==> config.mk <==
export PLATFORM = sky130hd
export DESIGN_NAME = vdn_front
export DESIGN_NICKNAME = d
export VERILOG_FILES = /design/src/hw/rtl/vdn_pkg.sv /design/src/hw/rtl/vdn_front.sv
export SDC_FILE = /design/constraint.sdc
export NUM_CORES = 2
export LEC_CHECK = 0
export BUFFER_PORTS_ARGS = -buffer_cell sky130_fd_sc_hd__buf_2
export CAP_MARGIN = 20
export CORE_ASPECT_RATIO = 1.25
export CORE_UTILIZATION = 55
export DETAILED_ROUTE_END_ITERATION = 12
export GPL_TIMING_DRIVEN = 0
export HOLD_SLACK_MARGIN = 0.1
export PLACE_DENSITY = 0.79
export RECOVER_POWER = 25
export SLEW_MARGIN = 10
export SYNTH_ARGS = -nofsm -noshare
export SYNTH_HDL_FRONTEND = slang
export SYNTH_SLANG_ARGS = --single-unit
==> constraint.sdc <==
create_clock -name clock -period 6.1 [get_ports clock]
set_clock_uncertainty 0.2 [all_clocks]
set_input_delay 1.22 -clock clock [delete_from_list [all_inputs] [get_ports clock]]
set_output_delay 1.22 -clock clock [all_outputs]
set_load 0.05 [all_outputs]
==> src/hw/rtl/vdn_pkg.sv <==
// Shared types and fixed widths for the vector distance/normalize block.
// Used by every module under hw/rtl except vdn_isqrt; depends on nothing.
package vdn_pkg;

   localparam int CW       = 16;              // component width
   localparam int LFB      = 8;               // fraction bits of the length
   localparam int UFB      = 14;              // fraction bits of unit components
   localparam int DIFF_W   = CW + 1;
   localparam int SQ_W     = 2 * CW;
   localparam int DSQ_W    = 2 * CW + 2;
   localparam int LRAD_W   = DSQ_W + 2 * LFB;
   localparam int LROOT_W  = LRAD_W / 2;
   localparam int QUO_W    = 2 * UFB + 1;
   localparam int URAD_W   = 2 * UFB + 2;
   localparam int UROOT_W  = URAD_W / 2;
   localparam int DIV_ST   = QUO_W;
   localparam int USQ_ST   = UROOT_W;
   localparam int BACK_ST  = DIV_ST + USQ_ST;
   localparam int LEN_PAD  = BACK_ST - LROOT_W;
   localparam int QDEPTH   = 8;
   localparam int QPTR_W   = $clog2(QDEPTH);
   localparam int QCNT_W   = QPTR_W + 1;
   localparam int FRONT_ST = 3;
   localparam int INFL_W   = 2;

   localparam int DIST_OUT_W = 34;
   localparam int LEN_OUT_W  = 25;
   localparam int UNIT_OUT_W = 16;

   typedef struct packed {
      logic signed [CW-1:0] a_x;
      logic signed [CW-1:0] a_y;
      logic signed [CW-1:0] a_z;
      logic signed [CW-1:0] b_x;
      logic signed [CW-1:0] b_y;
      logic signed [CW-1:0] b_z;
   } req_type;

   typedef struct packed {
      logic [DIST_OUT_W-1:0]        dist_squared;
      logic [LEN_OUT_W-1:0]         length_q8;
      logic signed [UNIT_OUT_W-1:0] unit_x;
      logic signed [UNIT_OUT_W-1:0] unit_y;
      logic signed [UNIT_OUT_W-1:0] unit_z;
      logic                         zero_length;
   } rsp_type;

   typedef struct packed {
      logic [DSQ_W-1:0]         dsq;
      logic [2:0][SQ_W-1:0]     msq;
      logic [2:0]               neg;
   } work_type;

   typedef struct packed {
      logic              push;
      logic [INFL_W-1:0] inflight;
   } front_status_type;

endpackage

==> src/hw/rtl/vdn_front.sv <==
// Front end: takes point pairs, forms differences, squares and squared length.
// Depends on vdn_pkg.
module vdn_front (
   input  logic                      clock,
   input  logic                      reset,
   input  logic                      take,
   input  vdn_pkg::req_type          req_item,
   output vdn_pkg::front_status_type status,
   output vdn_pkg::work_type         work
);

   logic [2:0]                                v_ff;
   logic signed [vdn_pkg::DIFF_W-1:0]         d_ff [3];
   logic [vdn_pkg::SQ_W-1:0]                  sq_ff [3];
   logic [2:0]                                neg1_ff;
   vdn_pkg::work_type                         work_ff;
   logic signed [vdn_pkg::DIFF_W-1:0]         a_ext [3];
   logic signed [vdn_pkg::DIFF_W-1:0]         b_ext [3];
   logic signed [2*vdn_pkg::DIFF_W-1:0]       prod [3];

   assign a_ext[0] = {req_item.a_x[vdn_pkg::CW-1], req_item.a_x};
   assign a_ext[1] = {req_item.a_y[vdn_pkg::CW-1], req_item.a_y};
   assign a_ext[2] = {req_item.a_z[vdn_pkg::CW-1], req_item.a_z};
   assign b_ext[0] = {req_item.b_x[vdn_pkg::CW-1], req_item.b_x};
   assign b_ext[1] = {req_item.b_y[vdn_pkg::CW-1], req_item.b_y};
   assign b_ext[2] = {req_item.b_z[vdn_pkg::CW-1], req_item.b_z};

   always_comb begin
      for (int i = 0; i < 3; i++) begin
         prod[i] = d_ff[i] * d_ff[i];
      end
   end

   always_ff @(posedge clock) begin
      if (reset) begin
         v_ff <= '0;
      end else begin
         v_ff <= {v_ff[1:0], take};
      end
      for (int i = 0; i < 3; i++) begin
         d_ff[i]    <= a_ext[i] - b_ext[i];
         sq_ff[i]   <= prod[i][vdn_pkg::SQ_W-1:0];
         neg1_ff[i] <= d_ff[i][vdn_pkg::DIFF_W-1];
      end
      work_ff.msq   <= {sq_ff[2], sq_ff[1], sq_ff[0]};
      work_ff.neg   <= neg1_ff;
      work_ff.dsq   <= {2'b00, sq_ff[0]} + {2'b00, sq_ff[1]} + {2'b00, sq_ff[2]};
   end

   assign status.push     = v_ff[2];
   assign status.inflight = {1'b0, v_ff[0]} + {1'b0, v_ff[1]} + {1'b0, v_ff[2]};
   assign work            = work_ff;

endmodule

---- Yosys cells after proc, flatten, opt, wreduce, memory -nomap -nowiden ----
Memory sizes are Yosys's and may differ from the RTL's.
Cells that the tools add are included.
operators by class
  $add $sub $neg .......................... 7
  multipliers ............................. 3
  divide/modulo/power cells ............... 0
  magnitude comparators ................... 0
  equal/unequal tests ..................... 0
  shift-type cells ........................ 0
  muxes and demuxes ....................... 0
  bitwise gates (word level) .............. 0
  reduce and logical (&&, ||, !) cells .... 0
operator list
  cell            number
  $mul 17x17->32  3
  $sub 16x16->17  3
  $add 33x32->34  1
  $add 32x32->33  1
  $add 1x1->2     1
  $add 2x1->2     1
word-level totals
  bits in registers ....................... 139
  latch bits .............................. 0
  bits in writable memories ............... 147
  ROM bits ................................ 0
  input bits .............................. 99
  output and inout port bits .............. 136
  memories kept ........................... 2
memories
  memory  depth  width  read ports  clocked after memory_dff  write ports  RTL line         text
  sq_ff   3      32     3           0                         3            vdn_front.sv:14  logic [vdn_pkg::SQ_W-1:0] sq_ff [3];
  d_ff    3      17     3           0                         3            vdn_front.sv:13  logic signed [vdn_pkg::DIFF_W-1:0] d_ff [3];

---- Depth between registers and ports, before layout ----
  word-level depth ........................ 2
  depth in mapped cells ................... 26

---- Least setup slack after synthesis ----
OpenSTA, ideal clock, no wires.
  kind .................................... register -> register
  start point ............................. memory d_ff[0][50] (netlist bit)
  end point ............................... memory sq_ff[0][95] (netlist bit)
  arrival time ............................ 6,121 ps
  data required time ...................... 5,828 ps
  slack ................................... -294 ps
  stages on the path, launching flop included .. 23
  path buffers ............................ 2
  clock period less this slack ............ 6,394 ps
  cell sequence ........................... dfxtp_1 clkbuf_1 clkbuf_1 nand2_1 inv_1 fa_1 inv_1 fa_1 inv_1 fa_1 fa_1 fa_1 fa_1 ha_1 o21a_1 o21ai_0 nand2b_1 and2_1 and3_1 a2111oi_4 o21bai_2 a21oi_2 xnor2_1
RTL lines
  element             RTL line
  start: declaration  vdn_front.sv:13
  end: declaration    vdn_front.sv:14

==> qor.json <==
{
  "remaining_drc_errors": {"value": 0},
  "synth.ff_latch_count": {"value": 280},
  "via_per_inst": {"value": 5.30},
  "synth-seq-area-share": {"value": 0.147},
  "gp_congestion": {"value": 0.947},
  "rows": {"value": 107},
  "ctsLongestPathBuffers": {"value": 3},
  "global_route.usage.met1": {"value": 0.340},
  "setup_viol": {"value": 17},
  "drv_cap": {"value": 0},
  "layout_commonest_cell": {"value": "inv_1"},
  "synth_top_family_by_area": {"value": "adder cells"},
  "count_of_different_cell_masters_after_synthesis": {"value": 80},
  "clock-root-buffer": {"value": "clkbuf_16"},
  "setup_repair_after_global_routing_missed_its_margin": {"value": "true"},
  "grt_util_met3": {"value": 0.0428},
  "n_antenna_cell": {"value": 0},
  "cp_data_required_time": {"value": 6410, "unit": "ps"},
  "drtAntennaViolNets": {"value": 0},
  "report.final.slew_viol_count": {"value": 0},
  "fp.dieArea": {"value": 70600, "unit": "um^2"},
  "layout.cells.most_common_list": {"value": "inv_1 (1008), fa_1 (769), ha_1 (289)"},
  "pin_count": {"value": 235},
  "synth.yosys.warnings": {"value": 0},
  "final.period_utilization": {"value": 1.04},
  "cts_made_buffers": {"value": 31},
  "initial_drc_count": {"value": 1659},
  "portBuffers": {"value": 231},
  "grt_max_degree": {"value": 18},
  "ctsHtreeMaxLevel": {"value": 1},
  "die-width": {"value": 238, "unit": "um"},
  "post-dp-hpwl": {"value": 75.4, "unit": "mm"},
  "fraction_of_layout_instances_using_a_drive_strength_above_1": {"value": 0.209},
  "synth-async-reset-ratio": {"value": 0},
  "synthSimpleGateAreaFrac": {"value": 0.0980},
  "grt.busiest_layer": {"value": "met2"},
  "cts_tree": {"value": "done"},
  "wl_per_instance": {"value": 18.8, "unit": "um"},
  "grt_overflow_total": {"value": 0},
  "post_synth.cell_area_avg": {"value": 9.82, "unit": "um^2"},
  "via_count": {"value": 28010},
  "synth_xor_area_frac": {"value": 0.0453},
  "clk_transition_reported_paths": {"value": 80, "unit": "ps"},
  "crit_path_start_kind": {"value": "register"},
  "finish.instance_area": {"value": 45600, "unit": "um^2"},
  "initial_core_util": {"value": 0.559},
  "wire_length_of_the_first_global_routing_pass": {"value": 157, "unit": "mm"},
  "synth-adder-area-share": {"value": 0.530},
  "min-delay-path-class": {"value": "reg -> reg"},
  "max-slew-margin-rel": {"value": 0.300},
  "fmax": {"value": 0.158, "unit": "GHz"},
  "postSynth.topFlopCell": {"value": "dfxtp_1"},
  "clock_latency": {"value": 640, "unit": "ps"},
  "synth_enable_flop_cells": {"value": 0},
  "clock-sinks": {"value": 280},
  "antenna_found_initial": {"value": 5},
  "critPathMaxFanout": {"value": 3},
  "place_worst_setup_slack": {"value": -1760, "unit": "ps"},
  "path_class": {"value": "reg -> reg"},
  "grt_use_met2": {"value": 0.500},
  "result_of_the_run": {"value": "complete, but fails checks"},
  "drt-total-wl": {"value": 99.3, "unit": "mm"},
  "syn_to_final_growth": {"value": 19.3, "unit": "%"},
  "tightestPinTransition": {"value": 1040, "unit": "ps"},
  "firstDrtPassIters": {"value": 5},
  "floorplan.die.height": {"value": 297, "unit": "um"},
  "worst_setup_path_end_kind": {"value": "register"},
  "finalHoldViolCount": {"value": 0},
  "timing.final.ws_setup": {"value": -240, "unit": "ps"},
  "synthesis.instances": {"value": 3894},
  "core-area": {"value": 68400, "unit": "um^2"},
  "layout_min_cycle_time": {"value": 6340, "unit": "ps"},
  "gr-usage-all-layers": {"value": 0.286},
  "whs": {"value": 127, "unit": "ps"},
  "post_dp_cell_area": {"value": 40700, "unit": "um^2"},
  "worst_ep_arrival_time": {"value": 6650, "unit": "ps"},
  "yosys-mux-area-fraction": {"value": 0.00114},
  "nNetsFinal": {"value": 5567},
  "area_fraction_in_compound_gates_after_synthesis": {"value": 0.0664},
  "final_core_utilization": {"value": 0.667},
  "fillerInstances": {"value": 4969},
  "synthesis.area": {"value": 38200, "unit": "um^2"},
  "first_global_vias": {"value": 30966},
  "failed_checks": {"value": "negative setup slack"}
}
[final timing paths]
kind                           start              endpoint  slack, ps  cells past startpoint
hold / removal    neg1_ff[2]$_DFF_P_       work[2]$_DFF_P_        130                      0
setup reg to reg  d_ff[0][7]$_DFF_P_  sq_ff[0][31]$_DFF_P_       -240                     24
hold reg to reg   neg1_ff[2]$_DFF_P_       work[2]$_DFF_P_        130                      0
setup / recovery  d_ff[0][7]$_DFF_P_  sq_ff[0][31]$_DFF_P_       -240                     24
[cell families after synthesis]
family | count (synthesis)
AND/OR/NAND/NOR | 758
AO/OA/AOI/OAI | 373
XOR/XNOR | 198
multiplexers | 4
other | 1
adder cells (fa/ha/maj) | 1136
buffers and inverters | 1144
flip-flops | 280
[sequential cells by signal (all words and copies together) (netlist names)]
| name | count |
|---|---|
| d_ff | 51 |
| v_ff | 3 |
| sq_ff | 93 |
| work | 130 |
| neg1_ff | 3 |
[cell type report]
type                            count  area (um^2)  share of cell area
Multi-Input combinational cell   2475        29900               0.655
Sequential cell                   280         5770               0.126
Inverter                         1071         4030              0.0883
Timing Repair Buffer              405         2620              0.0573
Tap cell                          926         1160              0.0254
Buffer                             68         1040              0.0229
Clock buffer                       35          821              0.0180
Clock inverter                     23          287             0.00628
[cell usage after synthesis, types with 29 or more instances]
master	n	area, um^2
xor2_1	47	412
and2_1	179	1120
dfxtp_1	280	5610
inv_1	1071	4020
nand2_1	266	998
nor2_1	122	458
fa_1	805	16100
nor3_1	29	145
ha_1	331	4140
clkbuf_1	68	255
nor2b_1	51	319
a21oi_1	112	561
o21ai_0	54	270
xnor2_1	151	1320
a21o_1	36	270
[layer usage]
| metal | up-vias | share of wire |
|---|---|---|
| met4 | 6 | 0.059 |
| met5 | - | 0.00042 |
| met2 | 1068 | 0.51 |
| li1 | 12503 | - |
| met1 | 14089 | 0.37 |
| met3 | 344 | 0.062 |
[through the flow]
step / TNS [ps] / std cells
floorplan: -14.9 / 3899
global placement: -27390 / 5056
detailed placement: -29640 / 5056
CTS: -2170 / 5238
global route: -4720 / 5283
finish: -1940 / 5283
[critical path, stage by stage (launching register included)]
cell       delay, ps
dfxtp_4          390
buf_4            130
and2_4           150
inv_1             80
fa_1             540
inv_1             60
fa_2             380
inv_2             60
fa_1             440
fa_1             520
inv_2             50
fa_1             540
inv_2             40
fa_1             550
inv_2             60
ha_4             240
a21oi_2          160
o21ai_2          100
a221oi_4         360
a21oi_4          140
o2111ai_4        280
a31oi_4          150
o21ai_4          190
a21oi_2           90
a31oi_4          300
[timing repair]
action                                  in CTS  in global routing
hold buffers                                 0                  0
pin swaps                                  127                168
resized for setup                          430                234
gates cloned                                 0                  1
endpoints found under the hold margin        0                  0
setup buffers                              126                 50
endpoints found under the setup margin      52                 34
Power is left out: the tool's default activity adds up to more than one toggle a clock period on the data nets, which glitch-free logic cannot reach.
