`src/hw/rtl/vdn_pkg.sv`:
```
// Shared types and fixed widths for the vector distance/normalize block.
// Used by every module under hw/rtl except vdn_isqrt; depends on nothing.
package vdn_pkg;

   localparam int CW       = 16;              // component width
   localparam int LFB      = 8;               // fraction bits of the length
   localparam int UFB      = 14;              // fraction bits of unit components
   localparam int DIFF_W   = CW + 1;
   localparam int SQ_W     = 2 * CW;
   localparam int DSQ_W    = 2 * CW + 2;
   localparam int LRAD_W   = DSQ_W + 2 * LFB;
   localparam int LROOT_W  = LRAD_W / 2;
   localparam int QUO_W    = 2 * UFB + 1;
   localparam int URAD_W   = 2 * UFB + 2;
   localparam int UROOT_W  = URAD_W / 2;
   localparam int DIV_ST   = QUO_W;
   localparam int USQ_ST   = UROOT_W;
   localparam int BACK_ST  = DIV_ST + USQ_ST;
   localparam int LEN_PAD  = BACK_ST - LROOT_W;
   localparam int QDEPTH   = 8;
   localparam int QPTR_W   = $clog2(QDEPTH);
   localparam int QCNT_W   = QPTR_W + 1;
   localparam int FRONT_ST = 3;
   localparam int INFL_W   = 2;

   localparam int DIST_OUT_W = 34;
   localparam int LEN_OUT_W  = 25;
   localparam int UNIT_OUT_W = 16;

   typedef struct packed {
      logic signed [CW-1:0] a_x;
      logic signed [CW-1:0] a_y;
      logic signed [CW-1:0] a_z;
      logic signed [CW-1:0] b_x;
      logic signed [CW-1:0] b_y;
      logic signed [CW-1:0] b_z;
   } req_type;

   typedef struct packed {
      logic [DIST_OUT_W-1:0]        dist_squared;
      logic [LEN_OUT_W-1:0]         length_q8;
      logic signed [UNIT_OUT_W-1:0] unit_x;
      logic signed [UNIT_OUT_W-1:0] unit_y;
      logic signed [UNIT_OUT_W-1:0] unit_z;
      logic                         zero_length;
   } rsp_type;

   typedef struct packed {
      logic [DSQ_W-1:0]         dsq;
      logic [2:0][SQ_W-1:0]     msq;
      logic [2:0]               neg;
   } work_type;

   typedef struct packed {
      logic              push;
      logic [INFL_W-1:0] inflight;
   } front_status_type;

endpackage

```
`src/hw/rtl/vdn_queue.sv`:
```
// Short queue between front and back end; raises busy when it may overflow.
// Depends on vdn_pkg.
module vdn_queue (
   input  logic                      clock,
   input  logic                      reset,
   input  vdn_pkg::front_status_type status,
   input  vdn_pkg::work_type         wr_work,
   output logic                      busy,
   output logic                      rd_valid,
   output vdn_pkg::work_type         rd_work
);

   vdn_pkg::work_type              mem_ff [vdn_pkg::QDEPTH];
   logic [vdn_pkg::QPTR_W-1:0]     wr_ptr_ff;
   logic [vdn_pkg::QPTR_W-1:0]     rd_ptr_ff;
   logic [vdn_pkg::QCNT_W-1:0]     count_ff;
   logic [vdn_pkg::QCNT_W-1:0]     count_in;
   logic [vdn_pkg::QCNT_W-1:0]     need;

   // back end never stalls: pop whenever something is queued
   assign rd_valid = (count_ff != '0);
   assign rd_work  = mem_ff[rd_ptr_ff];

   always_comb begin
      count_in = count_ff;
      if (status.push && !rd_valid) begin
         count_in = count_ff + 1'b1;
      end else if (!status.push && rd_valid) begin
         count_in = count_ff - 1'b1;
      end
   end

   assign need = count_ff + vdn_pkg::QCNT_W'(status.inflight);
   assign busy = (need >= vdn_pkg::QCNT_W'(vdn_pkg::QDEPTH));

   always_ff @(posedge clock) begin
      if (reset) begin
         wr_ptr_ff <= '0;
         rd_ptr_ff <= '0;
         count_ff  <= '0;
      end else begin
         count_ff <= count_in;
         if (status.push) begin
            wr_ptr_ff <= wr_ptr_ff + 1'b1;
         end
         if (rd_valid) begin
            rd_ptr_ff <= rd_ptr_ff + 1'b1;
         end
      end
      if (status.push) begin
         mem_ff[wr_ptr_ff] <= wr_work;
      end
   end

endmodule

```
`config.mk`:
```
export PLATFORM = sky130hd
export DESIGN_NAME = vdn_queue
export DESIGN_NICKNAME = d
export VERILOG_FILES = /design/src/hw/rtl/vdn_pkg.sv /design/src/hw/rtl/vdn_queue.sv
export SDC_FILE = /design/constraint.sdc
export NUM_CORES = 1
export LEC_CHECK = 0
export BUFFER_PORTS_ARGS = -buffer_cell sky130_fd_sc_hd__buf_2
export CAP_MARGIN = 20
export CORE_MARGIN = 5
export CORE_UTILIZATION = 60
export DETAILED_ROUTE_END_ITERATION = 16
export PLACE_DENSITY_LB_ADDON = 0.15
export SYNTH_ARGS = -nofsm -noshare
export SYNTH_HDL_FRONTEND = slang
export SYNTH_SLANG_ARGS = --single-unit
export TNS_END_PERCENT = 50
```
`constraint.sdc`:
```
create_clock -name clock -period 16.3 [get_ports clock]
set_clock_uncertainty 0.05 [all_clocks]
set_input_delay 3.26 -clock clock [delete_from_list [all_inputs] [get_ports clock]]
set_output_delay 3.26 -clock clock [all_outputs]
set_load 0.01 [all_outputs]
```
After elaboration in Yosys (flattened, before gate mapping):

Memory sizes are Yosys's and may differ from the RTL's. A register that Yosys moved wholly into a read port is not among the register bits.
Index checks and enable logic that the tools add are counted.

* register bits after elaboration: 10
* memory bits (writable): 1064
* input port bits: 138
* output and inout bits: 135
* logic and storage cells: 22
* memories kept: 1

* add/sub/neg operators: 5
* magnitude comparators: 1
* muxes and demuxes: 6
* reduce and logical (&&, ||, !) cells: 6

Memory list
* mem_ff: depth 8, bits a word 133, read ports 1, clocked after Yosys merged registers in 1, wr ports 1, RTL line vdn_queue.sv:13 `vdn_pkg::work_type mem_ff [vdn_pkg::QDEPTH];`

Operators with widths (count)
* $mux 4: 2
* $add 3x1->3 const B: 2
* $mux 3: 2
* $add 4x1->4 const B: 1
* $add 4x2->4: 1
* $ge 4x4->1 const B: 1
* $reduce_bool 4->1: 1
* $sub 4x1->4 const B: 1
* $logic_and 1x1->1: 2
* $logic_not 1->1: 2
* $mux 1: 2
* $reduce_bool 2->1: 1

Longest topological paths before layout:

Gate-level depths: netlist (run 1).

* depth after elaboration: 4
* gate-level depth with buffers: 9

Worst setup path after synthesis (run 1):

Ideal clock, no wire load.

* kind: input port to flip-flop
* start: input port status[2] in the netlist's numbering
* end: memory mem_ff[0][0] in the netlist's numbering, enable pin
* library setup time: 0.788 ns
* arrival time: 12.329 ns
* required time: 15.462 ns
* setup slack: 3.132 ns
* stages on the path: 2
* cells stage by stage: nand2b_1 nor3_1

* word-level cells in the longest chain between the ends: 2

Ends and longest elaborated chain
* start, declared: RTL line vdn_queue.sv:6 `input vdn_pkg::front_status_type status,`
* $mux 1: RTL line vdn_queue.sv:50 `if (status.push) begin`
* $mux 1 (implied by the code): RTL line vdn_queue.sv:51 `mem_ff[wr_ptr_ff] <= wr_work;`
* end, declared: RTL line vdn_queue.sv:13

No other way between the ends.

==> flow_summary.json, run 1 <==
{
  "drc": 0,
  "die_x_um": 270,
  "grt_max_degree": 142,
  "h-tree-depth": 3,
  "rows": 95,
  "mostFrequentLayoutCells": "1064 x edfxtp_1, 272 x buf_2, 266 x mux4_2",
  "numPortBuffers": 272,
  "slew_viol_final": 0,
  "start_kind": "flop",
  "path_max_fanout": 112,
  "worstSetupEndpointType": "primary output",
  "synth_area_per_cell_um2": 25.1,
  "ir_drop_uv": 128,
  "cts.sinks": 1077,
  "run_status": "finished, final reports clean",
  "wl_per_cell_um": 26.6,
  "synth_area_leaders": "edfxtp_1 79%, mux4_2 15%, mux2_2 3.7%",
  "synth.cell_area_mm2": 0.0406,
  "cts_root_buf": "clkbuf_16",
  "fin_total_pwr_uw": 7120,
  "synth-edff-count": 1064,
  "hold_start": "rd_ptr_ff[1]",
  "drt-initial-drc-count": 1446,
  "required_ns": 12.99,
  "synth-seq-cells": 1077,
  "min_period_over_period": 0.462,
  "cp_num_buf_inv": 3,
  "drive_gt1_frac": 0.420,
  "wl_um": 77300,
  "tritoncts": "yes",
  "synthCells": 1615,
  "post_cts_resized": 0,
  "cp_slowest_cell": "buf_4",
  "synth_cell_types": 25,
  "place.gp.congestion": 0.714,
  "area_delta_synth_final_pct": 14.0,
  "ant_nets": 0,
  "dp_slack_ns": 8.87,
  "fin_crit_ns": 7.53,
  "final_cell_count_no_fill": 2909,
  "tightestPinTransition_ns": 1.04,
  "routed_via_density": 6.05,
  "max_stage_delay_ns": 0.92,
  "path_delay_family": "buffers and inverters",
  "async_flop_share": 0,
  "clockBufferDepth": 3,
  "yosysTopAreaCellShare": 0.787,
  "finalSetupViolCount": 0,
  "synth_warnings": 0,
  "r2r-start": "wr_ptr_ff[1]",
  "slew-limit-headroom": 0.307,
  "antenna_found_initial": 16,
  "hold_violations": 0,
  "syn-num-nets": 1760,
  "start_util": 0.604,
  "holdBufCountCts": 0,
  "power_leakage_uw": 0.0148,
  "grt_usage": 0.212,
  "cts-buffers-inserted": 107,
  "via_count": 17612,
  "post-place-cells": 2701,
  "whs_ns": 0.434,
  "clkLatencyLatePin_ns": 0.63,
  "synth.largest_area_cell": "edfxtp_1",
  "core_area_mm2": 0.0672,
  "grt_overflow": 0,
  "ys.flop_type": "edfxtp_1",
  "die_h_um": 270,
  "hpwl_um": 38500,
  "rsz0062_at_grt": "no",
  "p_per_area_mw_per_mm2": 154,
  "grt_pass1_vias": 18936,
  "post_cts_buffers": 0,
  "fmax_ghz": 0.133,
  "crit_path_cell_trace": "buf_12 > buf_4 > mux4_2 > mux2_2 > buf_2",
  "dieArea_mm2": 0.0729,
  "clk_pin_slew_ns": 0.06,
  "worstHoldPathType": "reg2reg",
  "maxCapViolCount": 0,
  "ios": 273,
  "crit_type": "reg2out",
  "setup_slack_ns": 8.77,
  "setup-tns-final_ns": 0,
  "grt_pass1_wl_um": 117000,
  "critPathArrivalTime_ns": 4.22,
  "layout_commonest_cell": "edfxtp_1",
  "fin_nets": 2082,
  "drtPass1Iterations": 5,
  "ys_seq_area_frac": 0.794
}
## synth_stat cells (2+ instances only)
master    count
a211oi_1      2
a21oi_1       3
buf_1        14
buf_2         8
buf_6        27
clkbuf_1     29
dfxtp_1      13
edfxtp_1   1064
ha_1          7
inv_1         3
mux2_2      134
mux4_2      266
nand2_1       7
nand2b_1      3
nor2_1       17
nor3_1        4
xnor2_1       3
xor2_1        4
## flip-flops by register name, indices dropped and copies added, names as in the netlist, named ones only
signal and count:
mem_ff 1064, count_ff 4, rd_ptr_ff 3, wr_ptr_ff 3
## routing by layer
layer	vias up	share of wire	global-route usage
met3	123	0.062	0.0535
li1	7591	-	-
met4	18	0.018	0.0515
met2	423	0.52	0.355
met1	9457	0.40	0.288
met5	-	0.0016	0
## metrics by stage
step	instance area, µm²	utilization
finish	46300	0.689
CTS	46200	0.688
global placement	42900	0.638
global route	46200	0.688
detailed placement	42900	0.638
floorplan	40600	-
## final timing paths
kind,end,slack [ns],cells past startpoint
max reg2reg,mem_ff[6][89],13.65,3
max,rd_work[27],8.77,5
min reg2reg,flop,0.43,2
min,flop,0.43,2
## worst register-to-register path, cell delays in order (launching register included)
cell,delay (ns)
dfxtp_1,0.46
nand2b_1,0.20
nor2_4,0.77
buf_12,0.69
## where the power goes
part | switching, µW | leakage (µW) | internal, µW | total (µW)
clock network | 972 | 0.00165 | 1370 | 2350
registers | 76.4 | 0.00977 | 3130 | 3200
logic | 749 | 0.00332 | 823 | 1570
total | 1800 | 0.0148 | 5320 | 7120
## cell type report
cell class                 count  area [µm²]
antenna                       11        27.5
inverter                       3        11.3
multi-input combinational    457        7910
fill                        4057       20900
sequential                  1077       32200
clock inverter                59         557
timing repair buffer         291        1620
clock buffer                 138        2820
tap                          873        1090
## kinds of logic after synthesis
logic type / count (synthesis) / synth area share
flops: 1077 / 0.794
simple gates: 34 / 0.00361
fa+ha+maj: 7 / 0.00216
mux: 401 / 0.185
buf+inv: 81 / 0.0127
xor+xnor: 7 / 0.00151
compound gates: 8 / 0.00126
No activity file was read; power rests on OpenSTA's default activity.
==> run 2, diff against run 1 <==
--- a/config.mk
+++ b/config.mk
@@ -8,7 +8,7 @@
 export BUFFER_PORTS_ARGS = -buffer_cell sky130_fd_sc_hd__buf_2
 export CAP_MARGIN = 20
 export CORE_MARGIN = 5
-export CORE_UTILIZATION = 60
+export CORE_UTILIZATION = 54
 export DETAILED_ROUTE_END_ITERATION = 16
 export PLACE_DENSITY_LB_ADDON = 0.15
 export SYNTH_ARGS = -nofsm -noshare
==> constraint.sdc (replaced) <==
create_clock -name clock -period 6.8 [get_ports clock]
set_clock_uncertainty 0.05 [all_clocks]
set_input_delay 1.36 -clock clock [delete_from_list [all_inputs] [get_ports clock]]
set_output_delay 1.36 -clock clock [all_outputs]
set_load 0.01 [all_outputs]
==> flow_summary.json, run 2 (synthesis results as in run 1) <==
{
  "rows": 100,
  "clockBufferDepth": 3,
  "largest_reg_flops": 1064,
  "routed_via_density": 5.87,
  "grt_pass1_vias": 19302,
  "die_x_um": 284,
  "cts_root_buf": "clkbuf_16",
  "cts.sinks": 1077,
  "dieArea_mm2": 0.0807,
  "post_cts_buffers": 0,
  "max_stage_delay_ns": 0.79,
  "fin_total_pwr_uw": 17000,
  "worstSetupEndpointType": "primary output",
  "core_area_mm2": 0.0744,
  "run_status": "finished, final reports clean",
  "crit_path_cell_trace": "buf_12 > mux4_2 > mux2_2 > buf_2",
  "h-tree-depth": 3,
  "clkLatencyLatePin_ns": 0.65,
  "cts-buffers-inserted": 107,
  "slew-limit-headroom": 0.292,
  "start_util": 0.545,
  "hold_start": "rd_ptr_ff[1]",
  "finalSetupViolCount": 0,
  "post-place-cells": 2806,
  "fillers": 4983,
  "rsz0062_at_grt": "no",
  "power_leakage_uw": 0.0148,
  "fmax_ghz": 0.213,
  "hold_path_depth": 2,
  "drtPass1Iterations": 5,
  "ant_nets": 0,
  "mostFrequentLayoutCells": "1064 x edfxtp_1, 272 x buf_2, 266 x mux4_2",
  "hold_violations": 0,
  "r2r_end": "mem_ff[1][100]",
  "critPathArrivalTime_ns": 3.29,
  "die_h_um": 284,
  "whs_ns": 0.421,
  "holdBufCountCts": 0,
  "cp_slowest_cell": "dfxtp_4",
  "path_max_fanout": 94,
  "crit_type": "reg2out",
  "place.gp.congestion": 0.705,
  "grt_usage": 0.198,
  "grt_pass1_wl_um": 121000,
  "p_per_area_mw_per_mm2": 365,
  "regMostFlops": "mem_ff",
  "worstHoldPathType": "reg2reg",
  "r2r-start": "wr_ptr_ff[0]",
  "fin_crit_ns": 4.70,
  "path_delay_family": "multiplexers",
  "area_delta_synth_final_pct": 14.5,
  "tritoncts": "yes",
  "hpwl_um": 40600,
  "tightestPinTransition_ns": 1.06,
  "ios": 273,
  "reg2reg_depth": 3,
  "fin_nets": 2091,
  "wl_um": 79300,
  "drive_gt1_frac": 0.426,
  "numPortBuffers": 272,
  "via_count": 17674,
  "min_period_over_period": 0.691,
  "wl_per_cell_um": 26.3,
  "start_kind": "flop",
  "grt_overflow": 0,
  "clk_pin_slew_ns": 0.06,
  "drt-initial-drc-count": 1082,
  "setup_slack_ns": 2.10,
  "dp_slack_ns": 2.70,
  "rrSetupSlack_ns": 4.25,
  "grt_max_degree": 134,
  "ir_drop_uv": 269,
  "drc": 0,
  "required_ns": 5.39,
  "setup-tns-final_ns": 0,
  "cp_num_buf_inv": 2,
  "reg_top3": "mem_ff: 1064 flops, count_ff: 4 flops",
  "final_cell_count_no_fill": 3011,
  "layout_commonest_cell": "edfxtp_1",
  "post_cts_resized": 0,
  "antenna_found_initial": 17,
  "maxCapViolCount": 0,
  "slew_viol_final": 0
}
## run 2: layout make-up
| cell class | instances | area, µm² | share of cell area |
|---|---|---|---|
| multi-input combinational | 457 | 7920 | 0.171 |
| tap | 969 | 1210 | 0.0261 |
| clock buffer | 127 | 2800 | 0.0602 |
| antenna | 11 | 27.5 | 0.000592 |
| inverter | 3 | 11.3 | 0.000242 |
| timing repair buffer | 300 | 1740 | 0.0375 |
| clock inverter | 67 | 532 | 0.0114 |
| sequential | 1077 | 32200 | 0.693 |
## run 2: worst max-delay path by stage
stage	start	endpoint	slack [ns]	depth (start not counted)
floorplan	status[2]	mem_ff[1][0]	-0.89	2
global placement	flop	rd_work[85]	2.71	4
detailed placement	flop	rd_work[87]	2.70	4
CTS	flop	rd_work[85]	1.99	4
global route	flop	rd_work[85]	1.83	4
finish	flop	rd_work[85]	2.10	4
## run 2: report_power, final
group / total (µW) / leakage (µW) / switching [µW] / internal, µW
Combinational: 3800 / 0.00338 / 1820 / 1980
Clock: 5520 / 0.00162 / 2360 / 3160
Sequential: 7660 / 0.00977 / 163 / 7490
## run 2: routing by layer
layer	up-vias	GRT usage	wire, µm
li1	7621	-	-
met1	9450	0.265	31700
met2	473	0.336	40900
met3	114	0.0518	5380
met4	16	0.0389	1210
met5	-	0	108
## run 2: worst register-to-register path: cells and delay by family (launching register included)
kind                   cells  cell delay, ns
and+or+nand+nor            2            0.77
DFF                        1            0.53
buffers and inverters      1            0.69
## run 2: metrics by stage
step	instance area, µm²	util
2_1_floorplan	40600	-
3_3_place_gp	43100	0.579
3_5_place_dp	43100	0.579
4_1_cts	46400	0.624
5_1_grt	46400	0.624
6_report	46500	0.624
==> run 3, diff against run 2 <==
--- a/config.mk
+++ b/config.mk
@@ -8,7 +8,7 @@
 export BUFFER_PORTS_ARGS = -buffer_cell sky130_fd_sc_hd__buf_2
 export CAP_MARGIN = 20
 export CORE_MARGIN = 5
-export CORE_UTILIZATION = 54
+export CORE_UTILIZATION = 60
 export DETAILED_ROUTE_END_ITERATION = 16
 export PLACE_DENSITY_LB_ADDON = 0.15
 export SYNTH_ARGS = -nofsm -noshare
==> constraint.sdc (replaced) <==
create_clock -name clock -period 4.6 [get_ports clock]
set_clock_uncertainty 0.05 [all_clocks]
set_input_delay 0.92 -clock clock [delete_from_list [all_inputs] [get_ports clock]]
set_output_delay 0.92 -clock clock [all_outputs]
set_load 0.01 [all_outputs]
==> flow_summary.json, run 3 (synthesis results as in run 1) <==
{
  "r2r_end": "count_ff[3]",
  "cts-buffers-inserted": 105,
  "p_seq_frac": 0.439,
  "tightestPinTransition_ns": 0.963,
  "drive_gt1_frac": 0.430,
  "hold_start": "rd_ptr_ff[1]",
  "wl_um": 79500,
  "maxCapViolCount": 0,
  "m1WireLength_um": 32000,
  "crit_path_cell_trace": "buf_4 > mux4_2 > mux2_2 > buf_2",
  "fin_total_pwr_uw": 25700,
  "slew_viol_final": 0,
  "start_kind": "flop",
  "internal_power_uw": 19200,
  "regMostFlops": "mem_ff",
  "path_delay_family": "multiplexers",
  "drtPass1Iterations": 5,
  "ios": 273,
  "antenna_found_initial": 14,
  "dp_slack_ns": 1.33,
  "clockBufferDepth": 3,
  "reg2reg_depth": 8,
  "fmax_ghz": 0.258,
  "worstSetupEndpointType": "primary output",
  "rsz0062_at_grt": "no",
  "max_stage_delay_ns": 0.66,
  "crit_type": "reg2out",
  "layout_commonest_cell": "edfxtp_1",
  "fin_crit_ns": 3.88,
  "hold_violations": 0,
  "switching_power_uw": 6480,
  "wl_per_cell_um": 27.1,
  "cts_root_buf": "clkbuf_16",
  "via_count": 17942,
  "post_cts_resized": 0,
  "fillers": 4014,
  "slew-limit-headroom": 0.356,
  "routed.top_layer": "met5",
  "die_x_um": 270,
  "wl_met3_um": 5310,
  "run_status": "finished, final reports clean",
  "p_per_area_mw_per_mm2": 550,
  "clkLatencyLatePin_ns": 0.63,
  "core_area_mm2": 0.0672,
  "grt_overflow": 0,
  "fin_nets": 2101,
  "worstHoldPathType": "reg2reg",
  "place_area_mm2": 0.0431,
  "stdcell_area_mm2": 0.0467,
  "p_clk_frac": 0.338,
  "h-tree-depth": 3,
  "setup_slack_ns": 0.724,
  "post_cts_buffers": 0,
  "holdBufCountCts": 0,
  "critPathArrivalTime_ns": 2.91,
  "rrSetupSlack_ns": 1.90,
  "hpwl_um": 42600,
  "numPortBuffers": 272,
  "p_sw_frac": 0.252,
  "cp_num_buf_inv": 2,
  "drc": 0,
  "ant_nets": 0,
  "drt-initial-drc-count": 1597,
  "tritoncts": "yes",
  "power_frac_comb": 0.223,
  "wl_met2_um": 40800,
  "r2r-start": "count_ff[0]",
  "grt_usage": 0.219,
  "dieArea_mm2": 0.0729,
  "path_max_fanout": 38,
  "die_h_um": 270,
  "mostFrequentLayoutCells": "1064 x edfxtp_1, 272 x buf_2, 266 x mux4_2",
  "ir_drop_uv": 413,
  "crit_cells": 4,
  "cp_slowest_cell": "buf_4",
  "min_period_over_period": 0.843,
  "grt_pass1_vias": 19163,
  "reg_top3": "mem_ff: 1064 flops, count_ff: 4 flops",
  "largest_reg_flops": 1064,
  "place.gp.congestion": 0.720,
  "cts.sinks": 1077,
  "rows": 95,
  "hold_path_depth": 2,
  "start_util": 0.604,
  "power_leakage_uw": 0.0149,
  "finalSetupViolCount": 0,
  "setup-tns-final_ns": 0,
  "grt_max_degree": 113,
  "grt_pass1_wl_um": 121000,
  "clk_pin_slew_ns": 0.06,
  "area_delta_synth_final_pct": 15.1,
  "routed_via_density": 6.12,
  "required_ns": 3.63
}
## run 3: worst max path at each step
| stage | startpoint | end | slack (ns) |
|---|---|---|---|
| after floorplan | status[2] | mem_ff[1][0] | -0.41 |
| after global placement | flop | rd_work[24] | 1.36 |
| after detailed placement | flop | rd_work[24] | 1.33 |
| after CTS | flop | rd_work[24] | 0.63 |
| after global routing | flop | rd_work[71] | 0.52 |
| final | flop | rd_work[24] | 0.72 |
## run 3: metal layers
layer  up-vias  global-route usage
met5         -                   0
met4        16              0.0504
li1       7649                   -
met2       518               0.366
met3       121              0.0433
met1      9638               0.308
## run 3: area by class of cell
type	count	area (µm²)	area share
diodes	12	30.0	0.000643
well taps	873	1090	0.0234
inverters	3	11.3	0.000241
clock inverters	70	772	0.0165
clock buffers	126	2770	0.0593
multi-input cells	457	7930	0.170
flip-flops and latches	1077	32200	0.690
repair buffers	312	1890	0.0404
## run 3: worst register-to-register path: cells and delay by family (launching register included)
family | cells | cell delay [ns]
buf+inv | 1 | 0.08
mux | 1 | 0.35
flops | 1 | 0.39
compound gates | 3 | 0.52
simple gates | 1 | 0.59
fa+ha+maj | 2 | 0.62
## run 3: per-stage QoR
step / util / instances / hold slack (ns)
CTS: 0.695 / 2918 / 0.424
global placement: 0.642 / 2722 / 0.402
finish: 0.696 / 2930 / 0.428
global route: 0.695 / 2919 / 0.452
detailed placement: 0.642 / 2722 / 0.414
floorplan: - / 1615 / 0.400
## run 3: power by group through the flow
stage / registers, µW / clock network (µW) / logic [µW]
after global routing: 11300 / 9300 / 6190
final: 11300 / 8680 / 5740
after global placement: 11500 / 0 / 5770
after floorplan: 11400 / 0 / 4290
after CTS: 11300 / 8860 / 5890
after detailed placement: 11500 / 0 / 5850
